[src/rtc_pkg.sv]
// rtc_pkg: shared types, calendar constants and month-length lookup
// for the real-time clock and calendar; no dependencies
`timescale 1ns / 1ps
`default_nettype none

package rtc_pkg;

  typedef struct packed {
    logic [4:0]  hours;
    logic [5:0]  minutes;
    logic [5:0]  seconds;
    logic [4:0]  day;
    logic [3:0]  month;
    logic [15:0] year;
  } rtc_time_t;

  localparam logic [5:0]  SecLast    = 6'd59;
  localparam logic [5:0]  MinLast    = 6'd59;
  localparam logic [4:0]  HourLast   = 5'd23;
  localparam logic [3:0]  MonthLast  = 4'd12;
  localparam logic [3:0]  MonthFeb   = 4'd2;
  localparam logic [4:0]  DaysLong   = 5'd31;

  // floor(y / 25) = (y * Recip25) >> RecipShift for every 16-bit y
  localparam logic [32:0] Recip25    = 33'd83887;
  localparam int          RecipShift = 21;

  localparam logic [4:0] MonthLen [12] = '{
    5'd31, 5'd28, 5'd31, 5'd30, 5'd31, 5'd30,
    5'd31, 5'd31, 5'd30, 5'd31, 5'd30, 5'd31
  };

  localparam rtc_time_t TimeReset = '{
    hours: 5'd0, minutes: 6'd0, seconds: 6'd0,
    day: 5'd1, month: 4'd1, year: 16'd0
  };

  function automatic logic [4:0] days_in_month(input logic [3:0] month,
                                               input logic       leap);
    logic [3:0] idx;
    logic [4:0] len;
    idx = month - 4'd1;
    if (month == 4'd0 || month > MonthLast) begin
      len = DaysLong;
    end else begin
      len = MonthLen[idx];
      if (month == MonthFeb && leap) begin
        len = len + 5'd1;
      end
    end
    return len;
  endfunction

endpackage

`default_nettype wire

[src/rtc_time_and_calendar.sv]
// rtc_time_and_calendar: real-time clock and Gregorian calendar top level
// input register, rtc_next update logic, result register; uses rtc_pkg
//
//  channel | ports                                    | direction
//  in      | in_valid in_ready in_func in_load_*      | request in
//  out     | out_valid out_ready out_hours .. new_day | result out
//
//  one request per cycle sustained while out_ready is high; a request passes the
//  input register and the result register, and the state update is a single pass
//  through rtc_next (leap test multiply); reset gives 00:00:00, day 1, month 1,
//  year 0, both stages empty; a stalled result holds; the input stage still takes
//  a request while it is empty, or while the result stage is empty or being drained in the same cycle
`timescale 1ns / 1ps
`default_nettype none

module rtc_time_and_calendar (
  input  logic        clk,
  input  logic        rst_n,
  input  logic        in_valid,
  output logic        in_ready,
  input  logic        in_func,
  input  logic [4:0]  in_load_hours,
  input  logic [5:0]  in_load_minutes,
  input  logic [5:0]  in_load_seconds,
  input  logic [4:0]  in_load_day,
  input  logic [3:0]  in_load_month,
  input  logic [15:0] in_load_year,
  output logic        out_valid,
  input  logic        out_ready,
  output logic [4:0]  out_hours,
  output logic [5:0]  out_minutes,
  output logic [5:0]  out_seconds,
  output logic [4:0]  out_day_of_month,
  output logic [3:0]  out_month_number,
  output logic [15:0] out_year_number,
  output logic        out_new_day
);
  import rtc_pkg::*;

  logic      in_valid_r;
  logic      func_r;
  rtc_time_t load_r;
  rtc_time_t time_r;
  rtc_time_t time_nxt;
  logic      new_day_nxt;
  logic      out_valid_r;
  rtc_time_t res_r;
  logic      new_day_r;
  logic      advance;
  logic      step;

  assign advance  = !out_valid_r || out_ready;
  assign step     = advance && in_valid_r;
  assign in_ready = !in_valid_r || advance;

  // input register
  always_ff @(posedge clk) begin
    if (!rst_n) begin
      in_valid_r <= 1'b0;
    end else if (in_ready) begin
      in_valid_r <= in_valid;
    end
  end

  always_ff @(posedge clk) begin
    if (in_valid && in_ready) begin
      func_r <= in_func;
      load_r <= '{hours: in_load_hours, minutes: in_load_minutes,
                  seconds: in_load_seconds, day: in_load_day,
                  month: in_load_month, year: in_load_year};
    end
  end

  rtc_next u_next (
    .cur     (time_r),
    .func    (func_r),
    .load    (load_r),
    .nxt     (time_nxt),
    .new_day (new_day_nxt)
  );

  // clock state and result register
  always_ff @(posedge clk) begin
    if (!rst_n) begin
      time_r      <= TimeReset;
      out_valid_r <= 1'b0;
    end else begin
      if (step) begin
        time_r <= time_nxt;
      end
      if (advance) begin
        out_valid_r <= in_valid_r;
      end
    end
  end

  always_ff @(posedge clk) begin
    if (step) begin
      res_r     <= time_nxt;
      new_day_r <= new_day_nxt;
    end
  end

  assign out_valid        = out_valid_r;
  assign out_hours        = res_r.hours;
  assign out_minutes      = res_r.minutes;
  assign out_seconds      = res_r.seconds;
  assign out_day_of_month = res_r.day;
  assign out_month_number = res_r.month;
  assign out_year_number  = res_r.year;
  assign out_new_day      = new_day_r;

  // a load lands in the clock state unchanged
  a_load_taken: assert property (@(posedge clk) disable iff (!rst_n)
    (step && func_r) |=> (time_r == $past(load_r)))
    else $error("load not stored");

  // midnight crossing leaves the time of day at zero
  a_new_day_zero: assert property (@(posedge clk) disable iff (!rst_n)
    (out_valid_r && out_new_day) |->
      (out_hours == 5'd0 && out_minutes == 6'd0 && out_seconds == 6'd0))
    else $error("new day with non-zero time");

  // a valid result always mirrors the clock state
  a_result_state: assert property (@(posedge clk) disable iff (!rst_n)
    out_valid_r |-> (res_r == time_r))
    else $error("result differs from clock state");

  // a plain tick below the seconds limit touches only the seconds
  a_tick_seconds: assert property (@(posedge clk) disable iff (!rst_n)
    (step && !func_r && time_r.seconds < SecLast) |=>
      (time_r.seconds == $past(time_r.seconds) + 6'd1 &&
       time_r.minutes == $past(time_r.minutes) && !new_day_r))
    else $error("tick disturbed more than seconds");

  // a result appears only after a request sat in the input stage
  a_result_source: assert property (@(posedge clk) disable iff (!rst_n)
    $rose(out_valid_r) |-> $past(in_valid_r))
    else $error("result without request");

endmodule

`default_nettype wire

[src/rtc_next.sv]
// rtc_next: next time and date for one request, either a load or a
// one-second tick with the Gregorian leap rule; uses rtc_pkg
`timescale 1ns / 1ps
`default_nettype none

module rtc_next (
  input  rtc_pkg::rtc_time_t cur,
  input  logic               func,
  input  rtc_pkg::rtc_time_t load,
  output rtc_pkg::rtc_time_t nxt,
  output logic               new_day
);
  import rtc_pkg::*;

  logic [32:0] prod;
  logic [11:0] quot;
  logic [16:0] quot25;
  logic        div25;
  logic        leap;
  logic [4:0]  month_len;

  // divisibility by 25 through reciprocal multiply
  assign prod   = {17'd0, cur.year} * Recip25;
  assign quot   = prod[RecipShift +: 12];
  assign quot25 = {1'b0, quot, 4'd0} + {2'b0, quot, 3'd0} + {5'd0, quot};
  assign div25  = (quot25 == {1'b0, cur.year});

  assign leap      = (cur.year[1:0] == 2'd0) && (!div25 || cur.year[3:0] == 4'd0);
  assign month_len = days_in_month(cur.month, leap);

  always_comb begin
    nxt     = cur;
    new_day = 1'b0;
    if (func) begin
      nxt = load;
    end else if (cur.seconds < SecLast) begin
      nxt.seconds = cur.seconds + 6'd1;
    end else begin
      nxt.seconds = 6'd0;
      if (cur.minutes < MinLast) begin
        nxt.minutes = cur.minutes + 6'd1;
      end else begin
        nxt.minutes = 6'd0;
        if (cur.hours < HourLast) begin
          nxt.hours = cur.hours + 5'd1;
        end else begin
          nxt.hours = 5'd0;
          new_day   = 1'b1;
          if (cur.day < month_len) begin
            nxt.day = cur.day + 5'd1;
          end else begin
            nxt.day = 5'd1;
            if (cur.month >= MonthLast) begin
              nxt.month = 4'd1;
              nxt.year  = cur.year + 16'd1;
            end else begin
              nxt.month = cur.month + 4'd1;
            end
          end
        end
      end
    end
  end

endmodule

`default_nettype wire
[config.mk]
export PLATFORM = sky130hd
export DESIGN_NAME = rtc_time_and_calendar
export DESIGN_NICKNAME = d
export VERILOG_FILES = /design/src/rtc_pkg.sv /design/src/rtc_time_and_calendar.sv /design/src/rtc_next.sv
export SDC_FILE = /design/constraint.sdc
export NUM_CORES = 1
export LEC_CHECK = 0
export ABC_CLOCK_PERIOD_IN_PS = 14900
export BUFFER_PORTS_ARGS = -buffer_cell sky130_fd_sc_hd__buf_2
export CAP_MARGIN = 20
export CORE_ASPECT_RATIO = 1.1
export CORE_MARGIN = 8
export CORE_UTILIZATION = 60
export DETAILED_ROUTE_END_ITERATION = 6
export PLACE_DENSITY = 0.85
export REMOVE_ABC_BUFFERS = 1
export SETUP_SLACK_MARGIN = 0.2
export SLEW_MARGIN = 20
export SYNTH_ARGS = -nofsm -noshare
export SYNTH_HDL_FRONTEND = slang
export SYNTH_HIERARCHICAL = 1
export SYNTH_SLANG_ARGS = --single-unit
[constraint.sdc]
create_clock -name clk -period 14.9 [get_ports clk]
set_input_delay 0.745 -clock clk [delete_from_list [all_inputs] [get_ports clk]]
set_output_delay 0.745 -clock clk [all_outputs]
set_load 0.005 [all_outputs]
# --- Yosys cells after proc, flatten, opt, wreduce, memory -nomap -nowiden ---
# Memory sizes are Yosys's and may differ from the RTL's.
# Cells that the tools add are included.
# W data, S select, Z words.
classes:
  n_mux: 18
  n_eq_ne: 2
  n_reduce_logical: 15
  bitwise_logic: 1
  n_addsub: 10
  order_cmp: 7
  multipliers: 1
ops:
  columns: ["cell", "count"]
  rows:
  - ["$mux W25", 3]
  - ["$mux W42", 1]
  - ["$mux W5", 7]
  - ["$mul A16 B17 Y33 const B", 1]
  - ["$mux W20", 1]
  - ["$add A16 B15 Y17", 1]
  - ["$add A17 B12 Y17", 1]
  - ["$eq A17 B16 Y1", 1]
  - ["$add A16 B1 Y16 const B", 1]
  - ["$mux W16", 1]
  - ["$add A5 B1 Y5 const B", 3]
  - ["$add A6 B1 Y6 const B", 2]
  - ["$lt A6 B6 Y1 const B", 2]
  - ["$mux W6", 2]
  - ["$mux W11", 1]
  - ["$logic_not A4 Y1", 2]
  - ["$ge A5 B5 Y1 const B", 1]
  - ["$lt A5 B5 Y1", 1]
  - ["$lt A5 B5 Y1 const B", 1]
  - ["$not A4 Y5", 1]
  - ["$add A4 B1 Y4 const B", 1]
  - ["$eq A4 B2 Y1 const B", 1]
  - ["$ge A4 B4 Y1 const B", 1]
  - ["$gt A4 B4 Y1 const B", 1]
  - ["8 further kinds", 16]
totals:
  memories: 1
  ff_bits: 130
  out_inout_bits: 45
  inputBits: 47
  wordCells: 77
  rom_bits: 80
memory_table:
  columns: ["memory", "depth", "word_bits", "rd", "rd_ports_with_merged_regs", "write_ports", "line_no", "text"]
  rows:
  - ["(name not given)", 16, 5, 1, 0, 0, "rtc_pkg.sv:46", "len = MonthLen[idx];"]

# --- Depth between registers and ports, before layout ---
# Gate-level depths: netlist of run 1.
logic_depth:
  depth_word: 16
  depth_mapped: 46

# --- Hierarchy ---
# Netlist of run 1, hierarchy kept.
modules_own_cells:
  columns: ["module", "n_inst", "area_per_inst_um2", "cells_per_inst", "seq_area_each_um2"]
  rows:
  - ["rtc_next", 1, 7658.6, 918, 0.0]
  - ["rtc_time_and_calendar", 1, 4395.5, 278, 3463.3]

# --- Worst setup path after synthesis of run 1 ---
# OpenSTA, ideal clock, no wires.
synth_path:
  path_type: "register to register"
  from: "register time_r[4] (netlist bit)"
  to: "register res_r (netlist bit out_year_number[2]), data pin"
  setup_slack_ns: 3.927
  arrival_ns: 10.709
  period_less_slack_ns: 10.973
  required_ns: 14.636
  path_stages_with_launch: 40
  path_cell_list: "dfxtp_1 -> inv_1 -> fa_1 -> inv_1 -> fa_1 -> fa_1 -> fa_1 -> fa_1 -> inv_1 -> fa_1 -> inv_1 -> ha_1 -> a21oi_1 -> o21ai_0 -> a211oi_1 -> o21ai_1 -> a2111oi_0 -> nor3_1 -> (+4 left out) -> fa_1 -> xor2_1 -> or4_1 -> a211o_1 -> a2111oi_2 -> and4_4 -> a21oi_1 -> mux2i_1 -> and2_1 -> ha_1 -> nand2_1 -> nor2_1 -> o2bb2ai_1 -> nor4b_1 -> nand2_4 -> a311oi_4 -> a21oi_1 -> o31a_1"
synth_rtl:
  columns: ["element", "line_no", "text"]
  rows:
  - ["start: declaration", "rtc_time_and_calendar.sv:43", "rtc_time_t time_r;"]
  - ["start signal: assignment", "rtc_time_and_calendar.sv:85", "time_r <= TimeReset;"]
  - ["start signal: assignment", "rtc_time_and_calendar.sv:89", "time_r <= time_nxt;"]
  - ["end signal: assignment", "rtc_time_and_calendar.sv:99", "res_r <= time_nxt;"]
  - ["end: declaration", "rtc_time_and_calendar.sv:47", "rtc_time_t res_r;"]

==> results of run 1 <==
through the flow:
stage	util	setup slack [ps]	instances	hold slack [ps]
2_1_floorplan	-	3920	1162	460
3_3_place_gp	0.638	2840	1508	482
3_5_place_dp	0.638	2440	1508	486
4_1_cts	0.669	2380	1540	481
5_1_grt	0.669	1600	1540	475
6_report	0.669	2270	1540	496
layer usage:
metal  global-route usage  share of wire  up-vias
met3               0.0458          0.062       60
met4               0.0941          0.031        0
li1                     -              -     4213
met2                0.410           0.51      344
met1                0.281           0.40     4402
met5                    0              0        -
how the worst max path moves through the flow:
stage	start	to	slack [ps]
4_1_cts	time_r[4]$_SDFFE_PN0P_	time_r[17]$_SDFFE_PN0P_	2380
3_3_place_gp	time_r[4]$_SDFFE_PN0P_	time_r[2]$_SDFFE_PN0P_	2840
5_1_grt	time_r[4]$_SDFFE_PN0P_	time_r[17]$_SDFFE_PN0P_	1600
3_5_place_dp	time_r[4]$_SDFFE_PN0P_	time_r[17]$_SDFFE_PN0P_	2440
2_1_floorplan	time_r[4]$_SDFFE_PN0P_	time_r[2]$_SDFFE_PN0P_	3920
6_report	time_r[4]$_SDFFE_PN0P_	time_r[17]$_SDFFE_PN0P_	2270
layout make-up:
| class | instances | area [um2] | share of cell area |
|---|---|---|---|
| Tap cell | 252 | 315 | 0.0238 |
| Clock buffer | 21 | 450 | 0.0340 |
| Clock inverter | 11 | 156 | 0.0118 |
| Sequential cell | 130 | 3460 | 0.261 |
| Multi-Input combinational cell | 829 | 7620 | 0.575 |
| Timing Repair Buffer | 94 | 478 | 0.0361 |
| Inverter | 203 | 762 | 0.0575 |
critical path: cells and delay by family, from the launching register on:
kind | cells | cell delay (ps)
AND/OR/NAND/NOR | 10 | 2230
XOR/XNOR | 1 | 200
flip-flops | 1 | 560
AO/OA/AOI/OAI | 15 | 4110
multiplexers | 3 | 700
buffers and inverters | 4 | 460
adder cells (fa/ha/maj) | 10 | 4270
placed cells by master (no fill, tap or decap), drive strengths merged, types with 14 or more instances in the layout:
master / instances
a21oi: 41
and3: 14
buf: 94
clkbuf: 21
dfxtp: 44
edfxtp: 86
fa: 107
ha: 162
inv: 205
mux2i: 48
nand2: 151
nand3: 14
nor2: 40
nor3: 16
o21ai: 45
xnor2: 31
flip-flops by register name, summed over array words and instances, names as in the netlist, 4 cells and up:
register          cells
load_r               42
out_day_of_month      5
out_hours             5
out_minutes           6
out_month_number      4
out_seconds           6
out_year_number      16
time_r               42
power groups by stage:
stage | logic, uW | registers, uW | clock network [uW]
floorplan | 272 | 428 | 0
global placement | 359 | 430 | 0
detailed placement | 375 | 431 | 0
CTS | 380 | 424 | 434
global route | 430 | 426 | 450
finish | 377 | 424 | 429
logic make-up after synthesis:
family                   Yosys count  synth area share
AO/OA/AOI/OAI                    181             0.102
XOR/XNOR                          45            0.0338
multiplexers                      49            0.0408
flip-flops                       130             0.287
buffers and inverters            237            0.0807
AND/OR/NAND/NOR                  284             0.109
adder cells (fa/ha/maj)          270             0.347
==> run summary, run 1 <==
Status - completed
First-pass DRT Iterations - 6
Clock slew seen by the registers of the worst setup and hold paths - 60 ps
Final setup viols - 0
# diodes - 0
Maximum capacitance violations - 0
CTS tree - yes
Post-synth cell types - 71
Most frequent cell after synthesis - inv_1
Htree depth - 4
Post-CTS Setup Inserts - 0
Tcrit/Tclk final - 0.848
Hold Fails Final Rpt - 0
Number of global-route vias before repair - 9,208
Wire length per cell - 18.4 um
GRT Residual Overflow - 0
Maximum vdd drop - 0.000107 V
Crit path DAT - 12,970 ps
RR Endpoint - time_r[17]$_SDFFE_PN0P_
Cell-internal power - 831 uW
Max-slew headroom - 0.357
Crit Path Class - flip-flop to flip-flop
RSZ-0062 raised after global routing - false
Via density - 5.86
Drc violations - 0
HP Start - in_load_seconds[0]
Post-route minimum period - 12,630 ps
Slew Limit Fails - 0
Cell area power density - 92.8 nW/um2
Nets - 1,591
Syn Std Cell Area - 12,100 um2
Flops & latches, synth - 130
Reg2reg start - time_r[4]$_SDFFE_PN0P_
Synth Warn # - 6
Sequential share of power - 0.344
Hold Path Sink - load_r[25]$_DFFE_PP_
Mean area per synthesized cell - 10.1 um2
Hold Crit Class - input pin to flip-flop
Initial antenna violation count - 0
Ports - 92
Design Power - 1230 uW
Fmax - 79.2 MHz
Hold Crit Depth - 1
Synth cell count leaders - inv_1 (202), ha_1 (162), nand2_1 (150), fa_1 (107), edfxtp_1 (86)
Die area - 24,900 um2
Layout cells sized above 1 - 0.107
Static leakage - 0.00644 uW
Detailed placement HPWL - 22,000 um
NetSw - 399 uW
Worst-margin pin slew - 964 ps
Placer Congestion - 0.940
Worst EP required - 15,250 ps
Clock power frac - 0.349
Sequential element share of the synthesized area - 0.287
DP Area - 12,600 um2
Die height - 165 um
Cell taking the most area after synthesis - edfxtp_1
Hold_buf cts - 0
Primary FF master, synth - edfxtp_1
CTS sink cnt - 130
Global-route wire length before repair - 46,000 um
Slowest stage delay, CP - 570 ps
Setup Skew - 9.43 ps
Gate Count Post-Synth - 1,196
Final TNS setup - 0 ps
Gate power share - 0.306
Post-DRT Antenna Nets - 0
Clk buf depth - 2
P&R area growth vs syn - 9.89%
Async S/R FF share, synth - 0
Chip width - 151 um
Area share of the largest cell type after synthesis - 0.214
CP Launch Type - flip-flop
Sw frac - 0.325
# fillers - 1,443
Root Driver - clkbuf_16
Port Buf Inserts - 91
Most frequent cell on the critical path - fa_1
CP max stage cell - fa_1
Via count - 9,019
Largest net degree at the start of global routing - 96
Total global-route track usage - 0.236
Placeable Area - 19,800 um2
Resized Gates After CTS - 0
Worst reg2reg setup slack - 2270 ps
Initial DRC Count - 683
EDFF count, synth - 86
Critical Path Sink Type - flip-flop
Final Cell Area - 13,200 um2
Worst-Skew Late Latency - 420 ps
Cts bufs inserted - 17
Crit-path max FO - 9
FP Rows - 54
FF-to-FF path depth - 43
Total Wirelength - 28,300 um
Dominant cells by area after synthesis - edfxtp_1 (21%), fa_1 (18%), ha_1 (17%), dfxtp_1 (7.3%), inv_1 (6.3%)
Initial Util - 0.609
(Power assumes the default switching activity.)
==> inputs of run 2 (changes only) <==
--- a/config.mk
+++ b/config.mk
@@ -5,14 +5,14 @@
 export SDC_FILE = /design/constraint.sdc
 export NUM_CORES = 1
 export LEC_CHECK = 0
-export ABC_CLOCK_PERIOD_IN_PS = 14900
+export ABC_CLOCK_PERIOD_IN_PS = 10200
 export BUFFER_PORTS_ARGS = -buffer_cell sky130_fd_sc_hd__buf_2
 export CAP_MARGIN = 20
 export CORE_ASPECT_RATIO = 1.1
 export CORE_MARGIN = 8
-export CORE_UTILIZATION = 60
+export CORE_UTILIZATION = 56
 export DETAILED_ROUTE_END_ITERATION = 6
-export PLACE_DENSITY = 0.85
+export PLACE_DENSITY = 0.83
 export REMOVE_ABC_BUFFERS = 1
 export SETUP_SLACK_MARGIN = 0.2
 export SLEW_MARGIN = 20
==> constraint.sdc (replaced) <==
create_clock -name clk -period 10.2 [get_ports clk]
set_input_delay 0.51 -clock clk [delete_from_list [all_inputs] [get_ports clk]]
set_output_delay 0.51 -clock clk [all_outputs]
set_load 0.005 [all_outputs]
==> run 2 against run 1 <==
Against the previous run: the flow now finishes with violations (negative setup slack); final area increased by 20%; via count increased by 17%; flip-flop and latch count unchanged; critical path depth increased by 3; critical path type unchanged.
==> run summary, run 2 (synthesis gave the netlist of run 1 again) <==
Status - finished, violations left
Violated checks - negative setup slack
Number of global-route vias before repair - 10,700 (+17%)
Chip width - 156 um (+3.1%)
FP Rows - 56 (+3.7%)
Htree depth - 4 (unchanged)
Initial antenna violation count - 0 (unchanged)
Crit path DAT - 11,280 ps (-1690 ps)
Via density - 5.95 (+1.6%)
Sequential share of power - 0.298 (-0.046)
Largest net degree at the start of global routing - 96 (unchanged)
CTS sink cnt - 130 (unchanged)
Clock power frac - 0.312 (-0.037)
Crit-path max FO - 6 (-3)
P&R area growth vs syn - 31.5%
Clk buf depth - 2 (unchanged)
# diodes - 0 (unchanged)
Initial DRC Count - 976 (+43%)
Tcrit/Tclk final - 1.08 (+0.230)
CTS tree - yes
Total global-route track usage - 0.261 (+0.0256)
Nets - 1,792 (+13%)
Most common cell after layout, fill and taps aside - buf_4
Cell area power density - 130 nW/um2 (+40%)
Most frequent cell on the critical path - fa_1
Worst EP required - 10,490 ps (-4760 ps)
Post-route minimum period - 10,990 ps (-1640 ps)
Static leakage - 0.00760 uW (+18%)
Hold Fails Final Rpt - 0 (unchanged)
GRT Residual Overflow - 0 (unchanged)
Maximum vdd drop - 0.0000908 V (-15%)
Final setup viols - 50 (+50)
Cts bufs inserted - 17 (unchanged)
Hold Worst Slack - 251 ps (-245 ps)
Post-DRT Antenna Nets - 0 (unchanged)
CP Launch Type - flip-flop
Hold_buf cts - 0 (unchanged)
Initial Util - 0.568 (-0.0411)
Hold Path Sink - load_r[28]$_DFFE_PP_
NetSw - 692 uW (+73%)
Total Wirelength - 37,600 um (+33%)
Post-route setup slack - -790 ps (-3060 ps)
First-pass DRT Iterations - 6 (unchanged)
Placeable Area - 21,200 um2 (+7.2%)
HP Start - in_load_seconds[3]
Global-route wire length before repair - 54,600 um (+19%)
FF-to-FF path depth - 46 (+7.0%)
Wire length per cell - 21.1 um (+15%)
Worst-Skew Late Latency - 440 ps (+20 ps)
Worst reg2reg setup slack - -790 ps (-3060 ps)
Ports - 92 (unchanged)
Placer Congestion - 0.892 (-5.0%)
Drc violations - 0 (unchanged)
Most frequent cells in the layout - buf_4 (184), inv_1 (183), nand2_1 (145), ha_1 (139), fa_1 (93)
CP max stage cell - fa_2
Setup Skew - 18.3 ps (+8.91 ps)
Die area - 26,500 um2 (+6.4%)
RSZ-0062 raised after global routing - true
Via count - 10,600 (+17%)
Worst-margin pin slew - 1030 ps (+65.9 ps)
Reg2reg start - time_r[13]$_SDFFE_PN0P_
Slew Limit Fails - 0 (unchanged)
Hold Crit Depth - 1 (unchanged)
RR Endpoint - time_r[8]$_SDFFE_PN0P_
Fmax - 91.0 MHz (+15%)
Gate power share - 0.390 (+0.084)
Clock slew seen by the registers of the worst setup and hold paths - 60 ps (about the same)
Final core utilization - 0.747 (+0.0774)
Detailed placement HPWL - 24,200 um (+10%)
Max-slew headroom - 0.313 (-0.0439)
Slowest stage delay, CP - 620 ps (+50 ps)
Hold Crit Class - input pin to flip-flop
Maximum capacitance violations - 0 (unchanged)
Die height - 170 um (+3.2%)
Sw frac - 0.337 (+0.0120)
Cell-internal power - 1360 uW (+64%)
Critical Path Sink Type - flip-flop
Port Buf Inserts - 91 (unchanged)
Place WS - -1440 ps (-3880 ps)
Root Driver - clkbuf_16
Layout cells sized above 1 - 0.327 (+0.220)
Crit Path Class - flip-flop to flip-flop
[run 2: how the worst max path moves through the flow]
stage	start	endpoint	slack (ps)
2_1_floorplan	time_r[4]$_SDFFE_PN0P_	time_r[2]$_SDFFE_PN0P_	-780
4_1_cts	time_r[11]$_SDFFE_PN0P_	time_r[4]$_SDFFE_PN0P_	-310
3_5_place_dp	time_r[10]$_SDFFE_PN0P_	time_r[11]$_SDFFE_PN0P_	-1440
3_3_place_gp	time_r[13]$_SDFFE_PN0P_	time_r[11]$_SDFFE_PN0P_	-1150
6_report	time_r[13]$_SDFFE_PN0P_	time_r[8]$_SDFFE_PN0P_	-790
5_1_grt	time_r[8]$_SDFFE_PN0P_	time_r[0]$_SDFFE_PN0P_	-1150
[run 2: critical path: cells and delay by family, from the launching register on]
kind | cells | cell delay [ps]
DFF | 1 | 330
AOI/OAI and AO/OA | 16 | 3370
and+or+nand+nor | 7 | 1150
adders and majority gates | 10 | 4430
xor gates and xnor gates | 2 | 280
buffers and inverters | 9 | 970
muxes | 2 | 260
[run 2: what timing repair did]
item,CTS,global route
pin swaps,99,72
gates resized for setup,149,64
setup endpoints to repair,50,50
gates cloned,0,0
setup buffers,21,11
[run 2: metrics by stage]
stage	instance area, um2	TNS [ps]	power [uW]	std cells
3_5_place_dp	14000	-62390	1260	1715
6_report	15800	-33020	2060	1779
2_1_floorplan	11800	-30750	1020	1162
4_1_cts	15400	-8290	1980	1768
5_1_grt	15800	-50420	2160	1779
3_3_place_gp	14000	-49880	1230	1715
[run 2: power groups by stage]
| stage | clock network, uW | registers, uW | logic, uW |
|---|---|---|---|
| after floorplan | 0 | 625 | 397 |
| after global placement | 0 | 619 | 613 |
| after detailed placement | 0 | 621 | 639 |
| after CTS | 640 | 611 | 725 |
| after global routing | 667 | 615 | 877 |
| final | 642 | 612 | 802 |
[run 2: cell type report]
| cell class | instances | area (um2) |
|---|---|---|
| clock inverters | 12 | 156 |
| repair buffers | 295 | 2070 |
| fillers | 1207 | 5380 |
| flip-flops and latches | 130 | 3500 |
| clock buffers | 20 | 467 |
| inverters | 203 | 762 |
| well taps | 290 | 363 |
| multi-input cells | 829 | 8530 |
[run 2: layer usage]
metal / share of wire / up-vias / GRT usage
met5: 0 / - / 0
met4: 0.064 / 0 / 0.131
met3: 0.078 / 181 / 0.0518
met2: 0.50 / 669 / 0.466
met1: 0.36 / 5130 / 0.292
li1: - / 4610 / -
==> inputs of run 3 (changes only) <==
--- a/config.mk
+++ b/config.mk
@@ -7,8 +7,6 @@
 export LEC_CHECK = 0
 export ABC_CLOCK_PERIOD_IN_PS = 10200
 export BUFFER_PORTS_ARGS = -buffer_cell sky130_fd_sc_hd__buf_2
-export CAP_MARGIN = 20
-export CORE_ASPECT_RATIO = 1.1
 export CORE_MARGIN = 8
 export CORE_UTILIZATION = 56
 export DETAILED_ROUTE_END_ITERATION = 6
==> run 3 against run 2 <==
Against the previous run: highest routed layer unchanged; clock skew fell by 9.6 ps; final area down 0.38%; the flow still finishes with violations (negative setup slack); power is 1.0% lower; critical path type unchanged; cell count shrank 1.3%.
==> run summary, run 3 (synthesis gave the netlist of run 1 again) <==
Fmax - 93.3 MHz (+2.6%)
Most common cell after layout, fill and taps aside - inv_1
Final TNS setup - -19,730 ps (+13,290 ps)
Number of global-route vias before repair - 10,800 (+1.0%)
Clk buf depth - 2 (unchanged)
Initial antenna violation count - 0 (unchanged)
Placeable Area - 21,100 um2 (-0.67%)
Clock slew seen by the registers of the worst setup and hold paths - 60 ps (about the same)
Status - finished, violations left
Reg2reg start - time_r[12]$_SDFFE_PN0P_
CP max stage cell - fa_1
Worst reg2reg setup slack - -510 ps (+280 ps)
Crit-path max FO - 8 (+2)
Initial DRC Count - 834 (-15%)
Final setup viols - 50 (unchanged)
Final Cell Area - 15,800 um2 (-0.38%)
Maximum vdd drop - 0.000105 V (+15%)
Htree depth - 4 (unchanged)
Drc violations - 0 (unchanged)
Detailed placement HPWL - 24,800 um (+2.4%)
Worst EP required - 10,550 ps (+60 ps)
Total global-route track usage - 0.267 (+0.00539)
First-pass DRT Iterations - 7 (+1)
Static leakage - 0.00749 uW (-1.5%)
Crit path DAT - 11,070 ps (-210 ps)
CP Launch Type - flip-flop
Hold_buf cts - 0 (unchanged)
CTS sink cnt - 130 (unchanged)
Global-route wire length before repair - 55,700 um (+2.0%)
Slew Limit Fails - 0 (unchanged)
Worst-Skew Late Latency - 430 ps (about the same)
P&R area growth vs syn - 31.0%
Initial Util - 0.572 (+0.00384)
Die height - 163 um (-4.2%)
RR Endpoint - time_r[0]$_SDFFE_PN0P_
Most frequent cells in the layout - inv_1 (181), buf_4 (174), nand2_1 (145), ha_1 (133), fa_1 (93)
Nets - 1,783 (-0.50%)
Critical path endpoint - time_r[0]$_SDFFE_PN0P_
Post-DRT Antenna Nets - 0 (unchanged)
Setup Skew - 8.78 ps (-9.56 ps)
DP Area - 13,900 um2 (-0.51%)
Slowest stage delay, CP - 560 ps (-60 ps)
Chip width - 163 um (+4.4%)
FF-to-FF path depth - 44 (-4.3%)
GRT Residual Overflow - 0 (unchanged)
Hold Fails Final Rpt - 0 (unchanged)
Maximum capacitance violations - 0 (unchanged)
Violated checks - negative setup slack
Root Driver - clkbuf_16
Crit Path Class - flip-flop to flip-flop
# diodes - 0 (unchanged)
Largest net degree at the start of global routing - 85 (-11%)
CTS tree - yes
Placer Congestion - 0.942 (+5.5%)
Crit path from - time_r[12]$_SDFFE_PN0P_
Cts bufs inserted - 17 (unchanged)
Post-route setup slack - -515 ps (+275 ps)
Layout cells sized above 1 - 0.330 (+0.00334)
Total Wirelength - 36,500 um (-2.8%)
Place WS - -1340 ps (+93.8 ps)
Hold Crit Class - input pin to flip-flop
Via density - 5.91 (-0.77%)
Wire length per cell - 20.8 um (-1.4%)
Post-route minimum period - 10,710 ps (-275 ps)
Via count - 10,400 (-2.1%)
Max-slew headroom - 0.408 (+0.0943)
Worst-margin pin slew - 888 ps (-141 ps)
Most frequent cell on the critical path - fa_1
Die area - 26,500 um2 (about the same)
Tcrit/Tclk final - 1.05 (-0.0270)
RSZ-0062 raised after global routing - true
Critical Path Sink Type - flip-flop
Ports - 92 (unchanged)
Cell area power density - 129 nW/um2 (-0.63%)
FP Rows - 53 (-5.4%)
Port Buf Inserts - 91 (unchanged)
run 3: worst min-delay path by stage:
| stage | end | depth (start not counted) | from | slack (ps) |
|---|---|---|---|---|
| finish | load_r[10]$_DFFE_PP_ | 1 | in_load_year[10] | 250 |
| global route | load_r[10]$_DFFE_PP_ | 1 | in_load_year[10] | 240 |
| CTS | load_r[32]$_DFFE_PP_ | 1 | in_load_minutes[1] | 240 |
| detailed placement | time_r[26]$_SDFFE_PN0P_ | 2 | time_r[26]$_SDFFE_PN0P_ | 490 |
| global placement | time_r[30]$_SDFFE_PN0P_ | 2 | time_r[30]$_SDFFE_PN0P_ | 480 |
| floorplan | time_r[30]$_SDFFE_PN0P_ | 2 | time_r[30]$_SDFFE_PN0P_ | 460 |
run 3: power breakdown:
group	internal (uW)	switching, uW
combinational	368	432
clock	388	234
sequential	592	21.6
run 3: repair_timing:
item	4_1_cts	5_1_grt
endpoints found under the setup margin	50	50
gates resized for setup	168	66
pin swaps	90	54
buffers inserted	21	9
cloned	0	0
run 3: worst max-delay path, delay by kind of cell (launching register included):
family	cells	cell delay, ps
fa+ha+maj	10	4380
buf+inv	6	620
flops	1	360
compound gates	15	3490
mux	2	290
simple gates	9	1340
xor+xnor	2	120
run 3: area by class of cell:
class	instances	area, um2
repair buffers	286	2000
flip-flops and latches	130	3500
well taps	275	344
inverters	203	762
multi-input cells	829	8600
fillers	1257	5300
clock buffers	21	450
clock inverters	11	138
run 3: per-layer routing:
layer,GRT usage,wire [um],up-vias
li1,-,-,4594
met1,0.322,14000,5100
met2,0.464,18500,529
met3,0.0392,2530,144
met4,0.118,1570,0
met5,0,0,-
run 3: through the flow:
step	std cells	utilization	hold WS (ps)	total power [uW]
after floorplan	1162	-	460	1020
after global placement	1693	0.658	478	1230
after detailed placement	1693	0.658	492	1260
after CTS	1746	0.730	241	1980
after global routing	1755	0.749	240	2140
final	1755	0.749	254	2040
